<file path="config.mk">
export PLATFORM = sky130hd
export DESIGN_NAME = vfc_ctrl
export DESIGN_NICKNAME = d
export VERILOG_FILES = /design/src/rtl/core/vfc_pkg.sv /design/src/rtl/core/vfc_ctrl.sv
export SDC_FILE = /design/constraint.sdc
export NUM_CORES = 1
export LEC_CHECK = 0
export ABC_AREA = 1
export BUFFER_PORTS_ARGS = -buffer_cell sky130_fd_sc_hd__buf_4
export CAP_MARGIN = 15
export CORE_AREA = 2 2 39 41
export DETAILED_ROUTE_END_ITERATION = 12
export DIE_AREA = 0 0 41 43
export SETUP_SLACK_MARGIN = 0.4
export SLEW_MARGIN = 20
export SYNTH_ARGS = -nofsm -noshare
export SYNTH_HDL_FRONTEND = slang
export SYNTH_SLANG_ARGS = --single-unit
</file>
<file path="constraint.sdc">
create_clock -name clk -period 1.5 [get_ports clk]
set_input_delay 0.075 -clock clk [delete_from_list [all_inputs] [get_ports clk]]
set_output_delay 0.075 -clock clk [all_outputs]
set_load 0.02 [all_outputs]
</file>
<file path="src/rtl/core/vfc_pkg.sv">
// ----------------------------------------------------------------------------
// vfc_pkg
// Shared constants, codes and command/status types of the voxel face culler.
// ----------------------------------------------------------------------------
package vfc_pkg;

  localparam int unsigned CHUNK_WIDTH  = 16;
  localparam int unsigned CHUNK_DEPTH  = 16;
  localparam int unsigned CHUNK_HEIGHT = 16;

  localparam int unsigned STORE_DEPTH = 4096;
  localparam int unsigned IDX_W       = 12;
  localparam int unsigned TYPE_W      = 8;
  localparam int unsigned POS_W       = 4;
  localparam int unsigned FACE_W      = 3;
  localparam int unsigned NUM_FACES   = 6;

  localparam int unsigned LAYER        = CHUNK_WIDTH * CHUNK_DEPTH;
  localparam int unsigned CHUNK_VOXELS = LAYER * CHUNK_HEIGHT;

  // Reciprocal division: exact for 12-bit dividends and divisors up to 64.
  localparam int unsigned DIV_SH  = 20;
  localparam int unsigned PROD_W  = IDX_W + DIV_SH;
  localparam int unsigned RECIP_W = ((1 << DIV_SH) + CHUNK_WIDTH - 1) / CHUNK_WIDTH;
  localparam int unsigned RECIP_D = ((1 << DIV_SH) + CHUNK_DEPTH - 1) / CHUNK_DEPTH;

  // Neighbor address arithmetic: a sign bit and a carry bit over the store range.
  localparam int unsigned NB_W = IDX_W + 2;

  // Read sequence: center first, then the six neighbors in face order.
  localparam int unsigned NUM_READS  = NUM_FACES + 1;
  localparam int unsigned DONE_STEP  = NUM_READS + 1;
  localparam int unsigned CNT_W      = 4;
  localparam int unsigned STEP_W     = 3;

  localparam logic [FACE_W-1:0] FACE_LEFT   = 3'd0;
  localparam logic [FACE_W-1:0] FACE_RIGHT  = 3'd1;
  localparam logic [FACE_W-1:0] FACE_FRONT  = 3'd2;
  localparam logic [FACE_W-1:0] FACE_BACK   = 3'd3;
  localparam logic [FACE_W-1:0] FACE_BOTTOM = 3'd4;
  localparam logic [FACE_W-1:0] FACE_TOP    = 3'd5;

  localparam logic MODE_WRITE = 1'b0;
  localparam logic MODE_QUERY = 1'b1;

  typedef enum logic [1:0] {
    ST_IDLE,
    ST_WORK,
    ST_EMIT
  } vfc_state_t;

  typedef struct packed {
    logic              load;     // capture the input word
    logic              work;     // read sequence active
    logic [STEP_W-1:0] step;     // read step in the sequence
    logic              finish;   // all reads in, build the face mask
    logic              advance;  // record taken, drop its face
  } vfc_cmd_t;

  typedef struct packed {
    logic last;
  } vfc_status_t;

  // Linear offset of the voxel read at each step of the sequence.
  function automatic int nb_offset(logic [STEP_W-1:0] step);
    int off;
    off = 0;
    case (step)
      3'd1:    off = -1;
      3'd2:    off = 1;
      3'd3:    off = -int'(CHUNK_WIDTH);
      3'd4:    off = int'(CHUNK_WIDTH);
      3'd5:    off = int'(LAYER);
      3'd6:    off = -int'(LAYER);
      default: off = 0;
    endcase
    return off;
  endfunction

endpackage

</file>
<file path="src/rtl/core/vfc_ctrl.sv">
// ----------------------------------------------------------------------------
// vfc_ctrl
// Sequencer: accepts a word, steps the store reads, then hands out records.
// ----------------------------------------------------------------------------
module vfc_ctrl
  import vfc_pkg::*;
(
  input  logic        clk,
  input  logic        rst,
  input  logic        in_valid,
  output logic        in_ready,
  output logic        out_valid,
  input  logic        out_ready,
  input  vfc_status_t status,
  output vfc_cmd_t    cmd
);

  vfc_state_t       state, state_next;
  logic [CNT_W-1:0] cnt, cnt_next;

  always_ff @(posedge clk) begin
    if (rst) begin
      state <= ST_IDLE;
      cnt   <= '0;
    end else begin
      state <= state_next;
      cnt   <= cnt_next;
    end
  end

  always_comb begin
    state_next = state;
    cnt_next   = cnt;
    case (state)
      ST_IDLE: begin
        cnt_next = '0;
        if (in_valid) begin
          state_next = ST_WORK;
        end
      end
      ST_WORK: begin
        cnt_next = cnt + CNT_W'(1);
        if (cnt == CNT_W'(DONE_STEP)) begin
          state_next = ST_EMIT;
          cnt_next   = '0;
        end
      end
      ST_EMIT: begin
        if (out_ready && status.last) begin
          state_next = ST_IDLE;
        end
      end
      default: state_next = ST_IDLE;
    endcase
  end

  always_comb begin
    in_ready    = 1'b0;
    out_valid   = 1'b0;
    cmd         = '0;
    cmd.step    = cnt[STEP_W-1:0];
    case (state)
      ST_IDLE: begin
        in_ready = 1'b1;
        cmd.load = in_valid;
      end
      ST_WORK: begin
        cmd.work   = (cnt < CNT_W'(NUM_READS));
        cmd.finish = (cnt == CNT_W'(DONE_STEP));
      end
      ST_EMIT: begin
        out_valid   = 1'b1;
        cmd.advance = out_ready;
      end
      default: ;
    endcase
  end

endmodule

</file>
==> reports/results.tsv <==
stage	metric	value	unit
run_status	status	finished, final reports clean	
cells_and_area	area grow syn2layout	67.9	%
cells_and_area	share of final-layout standard cells stronger than drive strength 1	0.551	
cells_and_area	number of filler instances in the final layout	139	
sta	worst clock skew	0.0107	ns
sta	final setup violation count	0	
synth	fraction of synthesized area in multiplexers	0	
global_route	global-route total usage across every layer	0.110	
sta	Setup TNS	0	ns
global_route	antenna violations before repair	0	
pwr	power share of the sequential group	0.405	
global_route	maximum number of pins on one net before global-route repair	8	
sta	Tmin final	1.27	ns
floorplanning	count of standard-cell rows	14	
clock_tree	cell at the root of the clock tree	sky130_fd_sc_hd__clkbuf_4	
sta	Highest Clock Rate	789	MHz
clock_tree	clock sink count	6	
synth	post-synthesis average cell area	6.73	um2
sta	RSZ-0062 raised after global routing	yes	
route	post-DR wirelength/cell	9.44	um
clock_tree	maximum number of buffers from clock root to sink	2	
cells_and_area	number of antenna repair diodes	0	
pwr	Switching Share	0.272	
route	Via density	4.21	
pwr	internal power summed over all cells	0.306	mW
clock_tree	Clock H-tree levels	1	
pwr	Clock Power Share	0.354	
synth	count of state elements after synthesis	6	
placement	post-detail-place hpwl	588	um
pwr	Comb power frac	0.241	
floorplanning	effective utilization at floorplan	0.268	
route	number of iterations in the first detailed-routing pass	4	
setup_path	setup slack of the most critical reg-to-reg path	0.31	ns
setup_path	highest net fanout along the worst path	4	
synth	Mapped Cells	55	
clock_tree	number of buffers created by CTS	3	
floorplanning	number of top-level pins	14	
worst_hold_path	HP Class	in2reg	
setup_path	max incr delay on CP	0.33	ns
flow_run	Max-cap violations	0	
synth	share of synthesized area occupied by flip-flops and latches	0.324	
synth	xor/xnor cell area share of the yosys netlist	0	
setup_path	Worst path slowest cell	sky130_fd_sc_hd__dfxtp_2	
cells_and_area	sequential cell area	126	um2
synth	yosys warns	0	
route	residual DRC count	0	
synth	largest family of logic cells by synthesized area	simple AND/OR/NAND/NOR gates	
global_route	number of global-route vias before repair	287	
placement	placer congestion estimate	0.676	
global_route	wire length of the first global-routing pass	1220	um
synth	synthesized netlist net count	62	
pwr	PD cells	677	nW/um2
pwr	Leakage Power	0.294	nW
pwr	switching power of the nets	0.115	mW
sta	Final Hold Fails	0	
cells_and_area	commonest non-fill, non-tap cell in the layout	sky130_fd_sc_hd__buf_4	
cells_and_area	area used by multi-input combinational logic	224	um2
placement	count of input and output buffers	13	
setup_path	crit start category	flip-flop	
clock_tree	CTS tree	built	
setup_path	family with the most delay on the worst path	flip-flops	
route	detailed-route via count	396	
synth	adder and majority cell fraction of the synthesized area	0.0676	
setup_path	Required @ worst endpoint	1.42	ns
synth	library cells used by synthesis	14	
floorplanning	Die X-Extent	41	um
sta	worst-case headroom to the max-slew limit	0.801	
sta	slew of the pin with the lowest slew margin	0.298	ns
route	number of DRC markers after the initial detailed-route iteration	7	
route	Post-Route WL	887	um
cells_and_area	Final Net Count	87	
synth	simple-gate share of the synthesized area	0.318	
setup_path	nature of the critical path endpoint	output pin	
setup_path	type of the worst setup path	reg2out	
synth	Post-Syn Area	370	um2
route	Final ANT Viol Nets	0	
synth	fraction of the mapped netlist area in compound gates	0.108	
floorplanning	Die H	43	um
clock_tree	clock network latency to the later pin of the worst-skew pair	0.24	ns
setup_path	WP buf/inv	3	
sta	worst-case setup margin in the final layout	0.233	ns
floorplanning	Core Area	1380	um2
pwr	maximum vdd drop	278	uV
placement	worst slack at placement	0.350	ns
clock_tree	post-CTS clock slew at the launch and capture registers of the worst setup and hold paths	0.05	ns
global_route	aggregate global routing overflow	0	
setup_path	cells along the critical path	inv_2 > ha_4 > nand2_4 > nor2_4 > inv_2 > nor2_4 > buf_6	
sta	final slew viol count	0	
sta	Tcrit/Tclk final	0.845	
setup_path	worst endpoint data arrival time	1.19	ns
cells_and_area	highest-count cells in the layout ignoring fill and taps	sky130_fd_sc_hd__buf_4 (20), sky130_fd_sc_hd__nand2_1 (10), sky130_fd_sc_hd__inv_1 (8)	
floorplanning	die outline area	1760	um2
==> metal layers <==
metal  wire length (um)  vias up  global-route usage
met4                 27        0              0.0800
met3                 29        2              0.0471
met5                  0        -                   0
li1                   -      213                   -
met1                370      175               0.125
met2                460        6               0.156
==> registers in the layout, indices dropped and copies added, names as in the netlist <==
register / flops
state: 2
cnt: 4
==> path summary, 6_finish.rpt <==
check	startpoint	cells after the start	to
worst max-delay path	cnt[0]$_SDFFE_PP0P_	7	cmd[1]
worst min-delay path	rst	2	state[1]$_SDFFE_PP0P_
worst max register to register	cnt[0]$_SDFFE_PP0P_	9	cnt[2]$_SDFFE_PP0P_
worst min register to register	state[1]$_SDFFE_PP0P_	2	cnt[1]$_SDFFE_PP0P_
==> through the flow <==
stage	util	hold WS [ns]	cell area (um2)	power, mW	cells
after floorplan	-	0.142	372	0.218	55
after global placement	0.343	0.287	474	0.244	82
after detailed placement	0.343	0.285	474	0.245	82
after CTS	0.406	0.0186	562	0.413	91
after global routing	0.449	0.0179	622	0.447	94
final	0.449	0.0254	622	0.421	94
==> power groups by stage <==
stage          clock network, mW  registers [mW]  logic (mW)
3_3_place_gp                   0           0.175      0.0697
4_1_cts                    0.155           0.171      0.0864
6_report                   0.149           0.170       0.102
5_1_grt                    0.167           0.171       0.109
2_1_floorplan                  0           0.174      0.0436
3_5_place_dp                   0           0.175      0.0704
==> layout make-up <==
cell class | instances | share of cell area
Sequential cell | 6 | 0.203
Multi-Input combinational cell | 34 | 0.360
Timing Repair Buffer | 23 | 0.296
Tap cell | 16 | 0.0322
Clock buffer | 3 | 0.0362
Inverter | 12 | 0.0724
==> worst reg2reg max path, stage by stage (launching register included) <==
cell and delay [ns]:
sky130_fd_sc_hd__dfxtp_2 0.33, sky130_fd_sc_hd__inv_2 0.08, sky130_fd_sc_hd__ha_4 0.14, sky130_fd_sc_hd__nand2_4 0.05
sky130_fd_sc_hd__nor2_4 0.09, sky130_fd_sc_hd__inv_2 0.05, sky130_fd_sc_hd__buf_4 0.12, sky130_fd_sc_hd__buf_4 0.12
sky130_fd_sc_hd__nand3_2 0.04, sky130_fd_sc_hd__a21oi_1 0.06
==> what timing repair did <==
action | CTS | global route
setup buffers | 6 | 3
cloned | 0 | 0
resized for setup | 7 | 9
hold buffers | 0 | 0
endpoints found under the setup margin | 9 | 8
pin swaps | 3 | 6
==> synth_stat cells <==
cell,number,area share
sky130_fd_sc_hd__ha_1,2,0.068
sky130_fd_sc_hd__o21ai_0,2,0.027
sky130_fd_sc_hd__nand4_1,1,0.017
sky130_fd_sc_hd__nor2_2,1,0.017
sky130_fd_sc_hd__nand2_1,11,0.11
sky130_fd_sc_hd__a21oi_1,6,0.081
sky130_fd_sc_hd__nor2_4,2,0.061
sky130_fd_sc_hd__inv_2,2,0.020
sky130_fd_sc_hd__nand3_1,2,0.027
sky130_fd_sc_hd__dfxtp_1,6,0.32
sky130_fd_sc_hd__buf_4,3,0.061
sky130_fd_sc_hd__inv_1,10,0.10
sky130_fd_sc_hd__nor2_1,5,0.051
sky130_fd_sc_hd__nand2_2,2,0.034
==> cell families (layout without fill, tap and decap cells) <==
family	after synthesis	count (layout)
flip-flops	6	6
AND/OR/NAND/NOR	24	24
AO/OA/AOI/OAI	8	8
adder cells (fa/ha/maj)	2	2
buffers and inverters	15	38
Power figures use the tool's default switching activity.
